$ cat src/rtl/btf_pkg.sv
// ----------------------------------------------------------------------------
// btf_pkg
// Shared types and constants of the bus telegram framer.
// ----------------------------------------------------------------------------
package btf_pkg;

  localparam int unsigned CMD_DEPTH  = 2;
  localparam int unsigned CMD_PTR_W  = $clog2(CMD_DEPTH);
  localparam int unsigned CMD_CNT_W  = $clog2(CMD_DEPTH + 1);
  localparam int unsigned OUT_DEPTH  = 2;
  localparam int unsigned OUT_PTR_W  = $clog2(OUT_DEPTH);
  localparam int unsigned OUT_CNT_W  = $clog2(OUT_DEPTH + 1);

  localparam int unsigned CFG_IDX_W  = 2;

  localparam logic [CFG_IDX_W-1:0] REG_OWN_ADDR_HIGH = 2'd0;
  localparam logic [CFG_IDX_W-1:0] REG_OWN_ADDR_LOW  = 2'd1;
  localparam logic [CFG_IDX_W-1:0] REG_DEST_HIGH     = 2'd2;

  localparam logic [7:0] OWN_ADDR_HIGH_RST = 8'h11;
  localparam logic [7:0] OWN_ADDR_LOW_RST  = 8'h02;
  localparam logic [7:0] DEST_HIGH_RST     = 8'h11;

  localparam logic [7:0] CTRL_BASE        = 8'h90;
  localparam logic [7:0] CTRL_REPEAT_MASK = 8'hDF;
  localparam logic [7:0] CTRL_NOREPEAT    = 8'h20;

  typedef struct packed {
    logic [7:0] own_addr_high;
    logic [7:0] own_addr_low;
    logic [7:0] dest_high;
  } cfg_t;

  typedef struct packed {
    logic [7:0] data;
    logic       last;
    logic       hdr;
    logic [7:0] ctrl;
    logic [7:0] dest_low;
    logic [3:0] length;
  } cmd_t;

  typedef struct packed {
    logic [7:0] tx_byte;
    logic       run_last;
    logic       frame_end;
  } res_t;

  typedef enum logic [7:0] {
    ST_CTRL  = 8'b0000_0001,
    ST_SRC_H = 8'b0000_0010,
    ST_SRC_L = 8'b0000_0100,
    ST_DST_H = 8'b0000_1000,
    ST_DST_L = 8'b0001_0000,
    ST_LEN   = 8'b0010_0000,
    ST_DATA  = 8'b0100_0000,
    ST_CHK   = 8'b1000_0000
  } step_e;

endpackage

$ cat src/rtl/btf_front.sv
// ----------------------------------------------------------------------------
// btf_front
// Accepts payload bytes, marks frame starts, builds the control byte and
// queues one command per request for the back end.
// ----------------------------------------------------------------------------
module btf_front import btf_pkg::*; (
  input  logic       clk_i,
  input  logic       rst_ni,
  input  logic       push,
  output logic       full,
  input  logic [7:0] data_byte_i,
  input  logic       last_byte_i,
  input  logic [1:0] priority_req_i,
  input  logic       repeat_flag_i,
  input  logic [7:0] dest_low_i,
  input  logic [3:0] length_code_i,
  output logic       cmd_valid_o,
  output cmd_t       cmd_o,
  input  logic       cmd_pop_i
);

  cmd_t                 mem_q [CMD_DEPTH];
  logic [CMD_PTR_W-1:0] wr_ptr_q, wr_ptr_d;
  logic [CMD_PTR_W-1:0] rd_ptr_q, rd_ptr_d;
  logic [CMD_CNT_W-1:0] cnt_q, cnt_d;
  logic                 frame_open_q, frame_open_d;
  logic                 wr_en;
  logic                 rd_en;
  logic [7:0]           ctrl;
  cmd_t                 cmd_new;

  assign full        = (cnt_q == CMD_CNT_W'(CMD_DEPTH));
  assign cmd_valid_o = (cnt_q != '0);
  assign cmd_o       = mem_q[rd_ptr_q];
  assign wr_en       = push && !full;
  assign rd_en       = cmd_pop_i && cmd_valid_o;

  always_comb begin
    if (repeat_flag_i) begin
      ctrl = CTRL_BASE & CTRL_REPEAT_MASK;
    end else begin
      ctrl = CTRL_BASE | CTRL_NOREPEAT;
    end
    ctrl = ctrl | {4'b0000, priority_req_i, 2'b00};
    cmd_new.data     = data_byte_i;
    cmd_new.last     = last_byte_i;
    cmd_new.hdr      = !frame_open_q;
    cmd_new.ctrl     = ctrl;
    cmd_new.dest_low = dest_low_i;
    cmd_new.length   = length_code_i;
  end

  always_comb begin
    wr_ptr_d     = wr_ptr_q;
    rd_ptr_d     = rd_ptr_q;
    cnt_d        = cnt_q;
    frame_open_d = frame_open_q;
    if (wr_en) begin
      wr_ptr_d     = wr_ptr_q + 1'b1;
      frame_open_d = !last_byte_i;
    end
    if (rd_en) begin
      rd_ptr_d = rd_ptr_q + 1'b1;
    end
    case ({wr_en, rd_en})
      2'b10:   cnt_d = cnt_q + 1'b1;
      2'b01:   cnt_d = cnt_q - 1'b1;
      default: cnt_d = cnt_q;
    endcase
  end

  always_ff @(posedge clk_i or negedge rst_ni) begin
    if (!rst_ni) begin
      wr_ptr_q     <= '0;
      rd_ptr_q     <= '0;
      cnt_q        <= '0;
      frame_open_q <= 1'b0;
    end else begin
      wr_ptr_q     <= wr_ptr_d;
      rd_ptr_q     <= rd_ptr_d;
      cnt_q        <= cnt_d;
      frame_open_q <= frame_open_d;
    end
  end

  always_ff @(posedge clk_i) begin
    if (wr_en) begin
      mem_q[wr_ptr_q] <= cmd_new;
    end
  end

endmodule

$ cat src/rtl/btf_back.sv
// ----------------------------------------------------------------------------
// btf_back
// Steps through each command one byte a cycle unless the result queue is full,
// keeps the running checksum and holds finished bytes in a small result queue.
// ----------------------------------------------------------------------------
module btf_back import btf_pkg::*; (
  input  logic clk_i,
  input  logic rst_ni,
  input  cfg_t cfg_i,
  input  logic cmd_valid_i,
  input  cmd_t cmd_i,
  output logic cmd_pop_o,
  output logic empty,
  input  logic pop,
  output res_t res_o
);

  step_e                step_q, step_d;
  step_e                step_cur;
  logic                 mid_q, mid_d;
  logic [7:0]           accum_q, accum_d;
  res_t                 res_new;
  logic                 emit;
  logic                 cmd_done;

  res_t                 mem_q [OUT_DEPTH];
  logic [OUT_PTR_W-1:0] wr_ptr_q;
  logic [OUT_PTR_W-1:0] rd_ptr_q;
  logic [OUT_CNT_W-1:0] cnt_q;
  logic                 out_full;
  logic                 rd_en;

  assign out_full = (cnt_q == OUT_CNT_W'(OUT_DEPTH));
  assign empty    = (cnt_q == '0);
  assign res_o    = mem_q[rd_ptr_q];
  assign rd_en    = pop && !empty;
  assign emit     = cmd_valid_i && !out_full;

  always_comb begin
    if (mid_q) begin
      step_cur = step_q;
    end else if (cmd_i.hdr) begin
      step_cur = ST_CTRL;
    end else begin
      step_cur = ST_DATA;
    end
  end

  always_comb begin
    res_new.run_last  = 1'b0;
    res_new.frame_end = 1'b0;
    step_d            = step_cur;
    cmd_done          = 1'b0;
    unique case (step_cur)
      ST_CTRL: begin
        res_new.tx_byte = cmd_i.ctrl;
        step_d          = ST_SRC_H;
      end
      ST_SRC_H: begin
        res_new.tx_byte = cfg_i.own_addr_high;
        step_d          = ST_SRC_L;
      end
      ST_SRC_L: begin
        res_new.tx_byte = cfg_i.own_addr_low;
        step_d          = ST_DST_H;
      end
      ST_DST_H: begin
        res_new.tx_byte = cfg_i.dest_high;
        step_d          = ST_DST_L;
      end
      ST_DST_L: begin
        res_new.tx_byte = cmd_i.dest_low;
        step_d          = ST_LEN;
      end
      ST_LEN: begin
        res_new.tx_byte = {4'b0000, cmd_i.length};
        step_d          = ST_DATA;
      end
      ST_DATA: begin
        res_new.tx_byte  = cmd_i.data;
        res_new.run_last = !cmd_i.last;
        cmd_done         = !cmd_i.last;
        step_d           = ST_CHK;
      end
      ST_CHK: begin
        res_new.tx_byte   = ~accum_q;
        res_new.run_last  = 1'b1;
        res_new.frame_end = 1'b1;
        cmd_done          = 1'b1;
      end
      default: begin
        res_new.tx_byte = cmd_i.data;
        cmd_done        = 1'b1;
      end
    endcase
  end

  assign cmd_pop_o = emit && cmd_done;

  always_comb begin
    mid_d   = mid_q;
    accum_d = accum_q;
    if (emit) begin
      mid_d = !cmd_done;
      if (step_cur == ST_CTRL) begin
        accum_d = res_new.tx_byte;
      end else if (step_cur == ST_CHK) begin
        accum_d = '0;
      end else begin
        accum_d = accum_q ^ res_new.tx_byte;
      end
    end
  end

  always_ff @(posedge clk_i or negedge rst_ni) begin
    if (!rst_ni) begin
      step_q   <= ST_CTRL;
      mid_q    <= 1'b0;
      accum_q  <= '0;
      wr_ptr_q <= '0;
      rd_ptr_q <= '0;
      cnt_q    <= '0;
    end else begin
      if (emit) begin
        step_q   <= step_d;
        wr_ptr_q <= wr_ptr_q + 1'b1;
      end
      mid_q   <= mid_d;
      accum_q <= accum_d;
      if (rd_en) begin
        rd_ptr_q <= rd_ptr_q + 1'b1;
      end
      case ({emit, rd_en})
        2'b10:   cnt_q <= cnt_q + 1'b1;
        2'b01:   cnt_q <= cnt_q - 1'b1;
        default: cnt_q <= cnt_q;
      endcase
    end
  end

  always_ff @(posedge clk_i) begin
    if (emit) begin
      mem_q[wr_ptr_q] <= res_new;
    end
  end

endmodule

$ cat src/rtl/bus_telegram_framer_top.sv
// ----------------------------------------------------------------------------
// bus_telegram_framer_top
// Frames payload bytes into standard twisted-pair bus telegrams.
// ----------------------------------------------------------------------------
// usage
//   input queue: drive the payload fields and raise push while full is low
//   result queue: while empty is low the oldest byte is on tx_byte_o,
//   run_last_o and frame_end_o; pop takes it
//   config channel: cfg_valid_i / cfg_ready_o with cfg_index_i and
//   cfg_data_i, ready is always high; write only while the block is idle
// timing
//   a request reaches the byte sequencer one cycle after push, its first
//   byte shows two cycles after push
//   the sequencer sends one byte per cycle: a frame opening request takes
//   7 or 8 cycles, a later payload byte 1, the closing one 2
//   throughput is set by the single byte sequencer
// reset
//   no frame open, both queues empty, address registers at defaults
// stalls
//   a held result queue stops the sequencer, then the two-entry request
//   queue fills and full rises
// ----------------------------------------------------------------------------
module bus_telegram_framer_top import btf_pkg::*; (
  input  logic                 clk_i,
  input  logic                 rst_ni,
  input  logic                 push,
  output logic                 full,
  input  logic [7:0]           data_byte_i,
  input  logic                 last_byte_i,
  input  logic [1:0]           priority_req_i,
  input  logic                 repeat_flag_i,
  input  logic [7:0]           dest_low_i,
  input  logic [3:0]           length_code_i,
  output logic                 empty,
  input  logic                 pop,
  output logic [7:0]           tx_byte_o,
  output logic                 run_last_o,
  output logic                 frame_end_o,
  input  logic                 cfg_valid_i,
  output logic                 cfg_ready_o,
  input  logic [CFG_IDX_W-1:0] cfg_index_i,
  input  logic [7:0]           cfg_data_i
);

  cfg_t cfg_q;
  cmd_t cmd;
  logic cmd_valid;
  logic cmd_pop;
  res_t res;

  assign cfg_ready_o = 1'b1;

  always_ff @(posedge clk_i or negedge rst_ni) begin
    if (!rst_ni) begin
      cfg_q.own_addr_high <= OWN_ADDR_HIGH_RST;
      cfg_q.own_addr_low  <= OWN_ADDR_LOW_RST;
      cfg_q.dest_high     <= DEST_HIGH_RST;
    end else if (cfg_valid_i && cfg_ready_o) begin
      unique case (cfg_index_i)
        REG_OWN_ADDR_HIGH: cfg_q.own_addr_high <= cfg_data_i;
        REG_OWN_ADDR_LOW:  cfg_q.own_addr_low  <= cfg_data_i;
        REG_DEST_HIGH:     cfg_q.dest_high     <= cfg_data_i;
        default:           cfg_q               <= cfg_q;
      endcase
    end
  end

  btf_front u_front (
    .clk_i          (clk_i),
    .rst_ni         (rst_ni),
    .push           (push),
    .full           (full),
    .data_byte_i    (data_byte_i),
    .last_byte_i    (last_byte_i),
    .priority_req_i (priority_req_i),
    .repeat_flag_i  (repeat_flag_i),
    .dest_low_i     (dest_low_i),
    .length_code_i  (length_code_i),
    .cmd_valid_o    (cmd_valid),
    .cmd_o          (cmd),
    .cmd_pop_i      (cmd_pop)
  );

  btf_back u_back (
    .clk_i       (clk_i),
    .rst_ni      (rst_ni),
    .cfg_i       (cfg_q),
    .cmd_valid_i (cmd_valid),
    .cmd_i       (cmd),
    .cmd_pop_o   (cmd_pop),
    .empty       (empty),
    .pop         (pop),
    .res_o       (res)
  );

  assign tx_byte_o   = res.tx_byte;
  assign run_last_o  = res.run_last;
  assign frame_end_o = res.frame_end;

endmodule

$ cat config.mk
export PLATFORM = sky130hd
export DESIGN_NAME = bus_telegram_framer_top
export DESIGN_NICKNAME = d
export VERILOG_FILES = /design/src/rtl/btf_pkg.sv /design/src/rtl/btf_front.sv /design/src/rtl/btf_back.sv /design/src/rtl/bus_telegram_framer_top.sv
export SDC_FILE = /design/constraint.sdc
export NUM_CORES = 1
export LEC_CHECK = 0
export CORE_UTILIZATION = 48
export DETAILED_ROUTE_END_ITERATION = 12
export DONT_BUFFER_PORTS = 1
export PLACE_DENSITY = 0.61
export SYNTH_ARGS = -nofsm -noshare
export SYNTH_HDL_FRONTEND = slang
export SYNTH_SLANG_ARGS = --single-unit
$ cat constraint.sdc
create_clock -name clk_i -period 4.6 [get_ports clk_i]
set_input_delay 1.38 -clock clk_i [delete_from_list [all_inputs] [get_ports clk_i]]
set_output_delay 1.38 -clock clk_i [all_outputs]
set_load 0.01 [all_outputs]
# Yosys cells after proc, flatten, opt, wreduce, memory -nomap -nowiden
# Memory sizes are Yosys's and may differ from the RTL's.
# Index checks and enable logic that the tools add are counted.
[totals]
ff_bits = 50
inputBits = 39
ram_bits = 80
memories = 2
[mem_list]
columns = ["memory", "words", "word_bits", "rd", "rd_clocked_by_memory_dff", "wr", "line_no", "source"]
rows = [
  ["u_front.mem_q", 2, 30, 1, 0, 1, "btf_front.sv:22", "cmd_t mem_q [CMD_DEPTH];"],
  ["u_back.mem_q", 2, 10, 1, 0, 1, "btf_back.sv:26", "res_t mem_q [OUT_DEPTH];"],
]
[classes]
reduce_logical = 21
n_mux = 16
bitwise = 3
eq_ne = 16
add_sub_neg = 8
[op_table]
columns = ["op", "n"]
rows = [
  ["$pmux W8 S7", 2],
  ["$mux W8", 3],
  ["$eq A2 B2 Y1 const B", 5],
  ["$eq A8 B1 Y1 const B", 1],
  ["$eq A8 B2 Y1 const B", 1],
  ["$eq A8 B3 Y1 const B", 1],
  ["$eq A8 B4 Y1 const B", 1],
  ["$eq A8 B5 Y1 const B", 1],
  ["$eq A8 B6 Y1 const B", 1],
  ["$eq A8 B7 Y1 const B", 1],
  ["$eq A8 B8 Y1 const B", 1],
  ["$not A8 Y8", 1],
  ["$or A8 B4 Y8", 1],
  ["$pmux W2 S2", 2],
  ["$xor A8 B8 Y8", 1],
  ["$logic_not A1 Y1", 7],
  ["$mux W7", 1],
  ["$eq A2 B1 Y1 const B", 3],
  ["$mux W6", 1],
  ["$reduce_and A2 Y1", 3],
  ["$reduce_bool A2 Y1", 3],
  ["$reduce_or A6 Y1", 1],
  ["$logic_and A1 B1 Y1", 5],
  ["$mux W1", 5],
  ["5 further kinds", 12],
]

# Depth between registers and ports, before layout
# An unclocked memory read counts as a cell.
[logic_depth]
word_depth = 10
mapped_depth = 11
depth_no_buf = 10

# By module
# A second synthesis with hierarchy kept.
[unflattened]
hier_cells = 421
area_unflattened_um2 = 5708.0
[by_module_without_submodules]
columns = ["mod", "cells_per_inst", "n_inst", "seq_area_each_um2", "area_per_inst_um2"]
rows = [
  ["btf_back", 260, 1, 1127.3, 2677.6],
  ["btf_front", 108, 1, 1626.6, 2100.8],
  ["bus_telegram_framer_top", 53, 1, 606.8, 929.6],
]

# Worst setup path before layout
# No wires, ideal clock.
[synth_timing]
path_kind = "in2reg"
from = "in push"
to = "mem u_front.mem_q[0][0] (netlist bit), enable pin"
n_path_buf = 0
cell_stages = 2
arrival_ns = 2.613
slack_ns = 1.580
setup_ns = 0.407
cell_sequence = "o21ai_1 -> nor2_1"
[synth_between]
elab_chain_cells = 3
[synth_rtl]
columns = ["item", "line_no", "source"]
rows = [
  ["from (decl)", "bus_telegram_framer_top.sv:26", "input logic push,"],
  ["$logic_and A1 B1 Y1", "btf_front.sv:35", "assign wr_en = push && !full;"],
  ["$mux W1", "btf_front.sv:87", "if (wr_en) begin"],
  ["$mux W1 (not written as such)", "btf_front.sv:88", "mem_q[wr_ptr_q] <= cmd_new;"],
  ["to (decl)", "btf_front.sv:22", ""],
]
# Every way passes these cells.

# Final worst setup path
[layout_timing]
from = "reg u_back.rd_ptr_q"
to = "out tx_byte_o[5]"
[layout_between]
elab_chain_cells = 1
[layout_rtl]
columns = ["item", "line_no", "source"]
rows = [
  ["from (decl)", "btf_back.sv:28", "logic [OUT_PTR_W-1:0] rd_ptr_q;"],
  ["from (signal assigned)", "btf_back.sv:131", "rd_ptr_q <= rd_ptr_q + 1'b1;"],
  ["$mem_v2 Z2 W10", "n/a", ""],
  ["to (decl)", "bus_telegram_framer_top.sv:36", "output logic [7:0] tx_byte_o,"],
]
# Every way passes these cells.

==> flow_summary_export.csv <==
group,metric,value,unit
status,status,"finished, final reports clean",
cts,clock-sinks,120,
floorplan,core,10500,um2
global_routing,grt_overflow_total,0,
logic_synthesis,synth_area_per_cell,14.0,um2
hold_path,hold_path.class,"reg -> reg",
drt,drc,0,
critical_path,path_cells,"mux2_2",
logic_synthesis,syn_area,5270,um2
final_layout,layout-drive-gt1-share,22.9,%
floorplan,initial_core_util,50.2,%
floorplan,die_x,107,um
critical_path,path_class,"reg -> out",
cts,cts.hold.buffers_added,0,
global_routing,antenna_found_initial,0,
timing,final_hold_viol_count,0,
logic_synthesis,async_flop_share,41.7,%
final_layout,multi_input_area,1800,um2
timing,period_share,64.5,%
logic_synthesis,ys_seq_area_share,63.7,%
floorplan,io_pins,52,
job,max-cap-violations,0,
global_routing,grt_first_pass_wirelength,16900,um
critical_path,critPathMaxStageDelay,0.62,ns
timing,tightest_slew,1.25,ns
pwr,vdd_drop_max,0.000383,V
global_routing,grt_max_degree,51,
floorplan,die_y,107,um
cts,cts_buffer_depth,2,
critical_path,cpLargestDelayFamily,"flip-flops",
drt,avgRoutedWirePerCell,19.8,um
logic_synthesis,synth-edff-count,70,
drt,dr.first_iter.drc_count,178,
final_layout,fin_area,5940,um2
critical_path,critPathRequiredTime,3.22,ns
final_layout,final_util,56.5,%
timing,setup_violations,0,
critical_path,end_kind,"output pin",
timing,clock_skew,0.00798,ns
timing,rsz0062_at_grt,"false",
timing,fin_ws,1.64,ns
timing,post-route-min-period,2.96,ns
logic_synthesis,syn_nets,418,
global_routing,track_usage,20.4,%
placed_design,portBuffers,0,
critical_path,cp-endpoint,"tx_byte_o[5]",
cts,cts_tree,"done",
global_routing,grt_pass1_vias,3194,
critical_path,startpoint,"u_back.rd_ptr_q",
cts,cts_setup_buffers,0,
timing,maxClockFrequency,337,MHz
cts,htree_levels,4,
placed_design,place_congestion,0.912,
logic_synthesis,synthCells,377,
pwr,power.leakage,0.00223,uW
drt,vias,3103,
final_layout,antenna_cells,0,
placed_design,placed_area,5400,um2
cts,root_buffer,"clkbuf_8",
cts,cts_buffers,17,
critical_path,r2r_cells,7,
drt,drt-vias-per-instance,5.82,
critical_path,r2r_end,"u_back.accum_q[0]",
cts,clock_latency,0.53,ns
final_layout,nNetsFinal,425,
logic_synthesis,synth_seq_cells,120,
critical_path,path_max_fanout,11,
final_layout,syn_to_final_growth,12.6,%
logic_synthesis,synthFlopType,"edfxtp_1",
critical_path,cp.arrival,1.58,ns
drt,drtPass1Iterations,5,
critical_path,cpMaxStageDelayCell,"dfrtp_1",
timing,slew_violations,0,
critical_path,crit_buf_inv,0,
critical_path,cp_num_cells,1,
final_layout,num-fill-cells,837,
critical_path,timing.rr.start,"u_back.step_q[1]",
drt,ant_nets,0,
cts,clk_pin_slew,0.06,ns
floorplan,die_area,11400,um2
timing,fin_setup_tns,0,ns
final_layout,seq_area,3360,um2
placed_design,place_ws,1.71,ns
critical_path,reg2reg_setup_slack,1.69,ns
pwr,total_power,4600,uW
placed_design,post-dp-hpwl,7190,um
floorplan,rows,37,
logic_synthesis,ys_types,59,
pwr,power.density,775,nW/um2
timing,maxSlewHeadroom,16.7,%
critical_path,start_kind,"flop",
cts,cts_resized,0,
drt,detail_route.wirelength,10600,um
logic_synthesis,yosysWarnings,0,
layout make-up:
| type | count | share of cell area [%] |
|---|---|---|
| clock inverters | 12 | 1.77 |
| well taps | 136 | 2.87 |
| inverters | 10 | 0.632 |
| clock buffers | 20 | 7.34 |
| repair buffers | 3 | 0.379 |
| multi-input cells | 232 | 30.4 |
| flip-flops and latches | 120 | 56.6 |
metrics by stage:
step / hold WS, ns / std cells
after floorplan: 0.450 / 377
final: 0.490 / 533
after global routing: 0.498 / 533
after detailed placement: 0.477 / 501
after global placement: 0.476 / 501
after CTS: 0.489 / 533
registers in the layout, summed over array words and instances, names as in the netlist:
signal	count
u_front.mem_q	50
cfg_q	24
u_back.rd_ptr_q	1
u_front.frame_open_q	1
u_front.cnt_q	2
u_back.cnt_q	2
u_front.wr_ptr_q	1
u_back.wr_ptr_q	1
u_back.accum_q	8
u_back.step_q	8
u_front.rd_ptr_q	1
u_back.mid_q	1
u_back.mem_q	20
power by group:
group | total, uW | switching [uW] | leakage, uW | internal, uW
registers | 1810 | 209 | 0.00125 | 1600
clock network | 1190 | 464 | 0.000253 | 725
logic | 1600 | 943 | 0.000728 | 656
synth_stat cells, drive strengths merged, types with 4 or more instances:
master / count / share of area (%)
a21oi: 4 / 0.45
a22o: 4 / 0.66
a22oi: 10 / 1.4
buf: 7 / 0.83
clkbuf: 8 / 0.59
dfrtp: 44 / 21
dfstp: 6 / 3.0
edfxtp: 70 / 40
inv: 10 / 0.71
mux2: 45 / 9.6
mux2i: 19 / 3.6
nand2: 13 / 0.93
nand2b: 4 / 0.47
nand3: 7 / 0.66
nand3b: 4 / 0.57
nand4: 4 / 0.47
nor2: 21 / 1.5
nor2b: 11 / 1.3
nor3: 6 / 0.66
o21ai: 13 / 1.2
o22ai: 7 / 0.83
xnor2: 9 / 1.5
placed cells by master (no fill, tap or decap), types with 4 or more instances in the layout:
| cell type | n |
|---|---|
| a22o_1 | 4 |
| a22oi_1 | 10 |
| clkbuf_16 | 16 |
| clkinv_2 | 4 |
| clkinvlp_4 | 5 |
| dfrtp_1 | 44 |
| dfstp_2 | 6 |
| edfxtp_1 | 70 |
| inv_1 | 10 |
| mux2_2 | 45 |
| mux2i_1 | 19 |
| nand2_1 | 13 |
| nand2b_1 | 4 |
| nand3_1 | 7 |
| nand3b_1 | 4 |
| nand4_1 | 4 |
| nor2_1 | 18 |
| nor2b_1 | 11 |
| nor3_1 | 5 |
| o21ai_0 | 12 |
| o22ai_1 | 7 |
| xnor2_1 | 9 |
logic make-up (layout without fill, tap and decap cells):
family / count (synthesis) / in the layout / synth area share [%]
AND/OR/NAND/NOR: 86 / 86 / 9.11
flip-flops: 120 / 120 / 63.7
buffers and inverters: 25 / 45 / 2.14
other: 1 / 1 / 0.0711
multiplexers: 64 / 64 / 13.2
adder cells (fa/ha/maj): 2 / 2 / 0.475
AO/OA/AOI/OAI: 67 / 67 / 9.25
XOR/XNOR: 12 / 12 / 1.99
routing by layer:
metal | track usage (%) | up-vias | routed length, um
li1 | - | 1447 | -
met5 | 0 | - | 0
met3 | 6.26 | 22 | 627
met1 | 27.2 | 1540 | 4860
met2 | 29.8 | 94 | 4780
met4 | 11.1 | 0 | 294
worst min path at each step:
stage                     cells after the start                 start              endpoint
final                                         1       u_back.wr_ptr_q       u_back.wr_ptr_q
after global routing                          1       u_back.wr_ptr_q       u_back.wr_ptr_q
after CTS                                     1       u_back.wr_ptr_q       u_back.wr_ptr_q
after detailed placement                      1       u_back.wr_ptr_q       u_back.wr_ptr_q
after global placement                        1       u_back.wr_ptr_q       u_back.wr_ptr_q
after floorplan                               2  u_front.frame_open_q  u_front.frame_open_q
(Power assumes the default switching activity.)
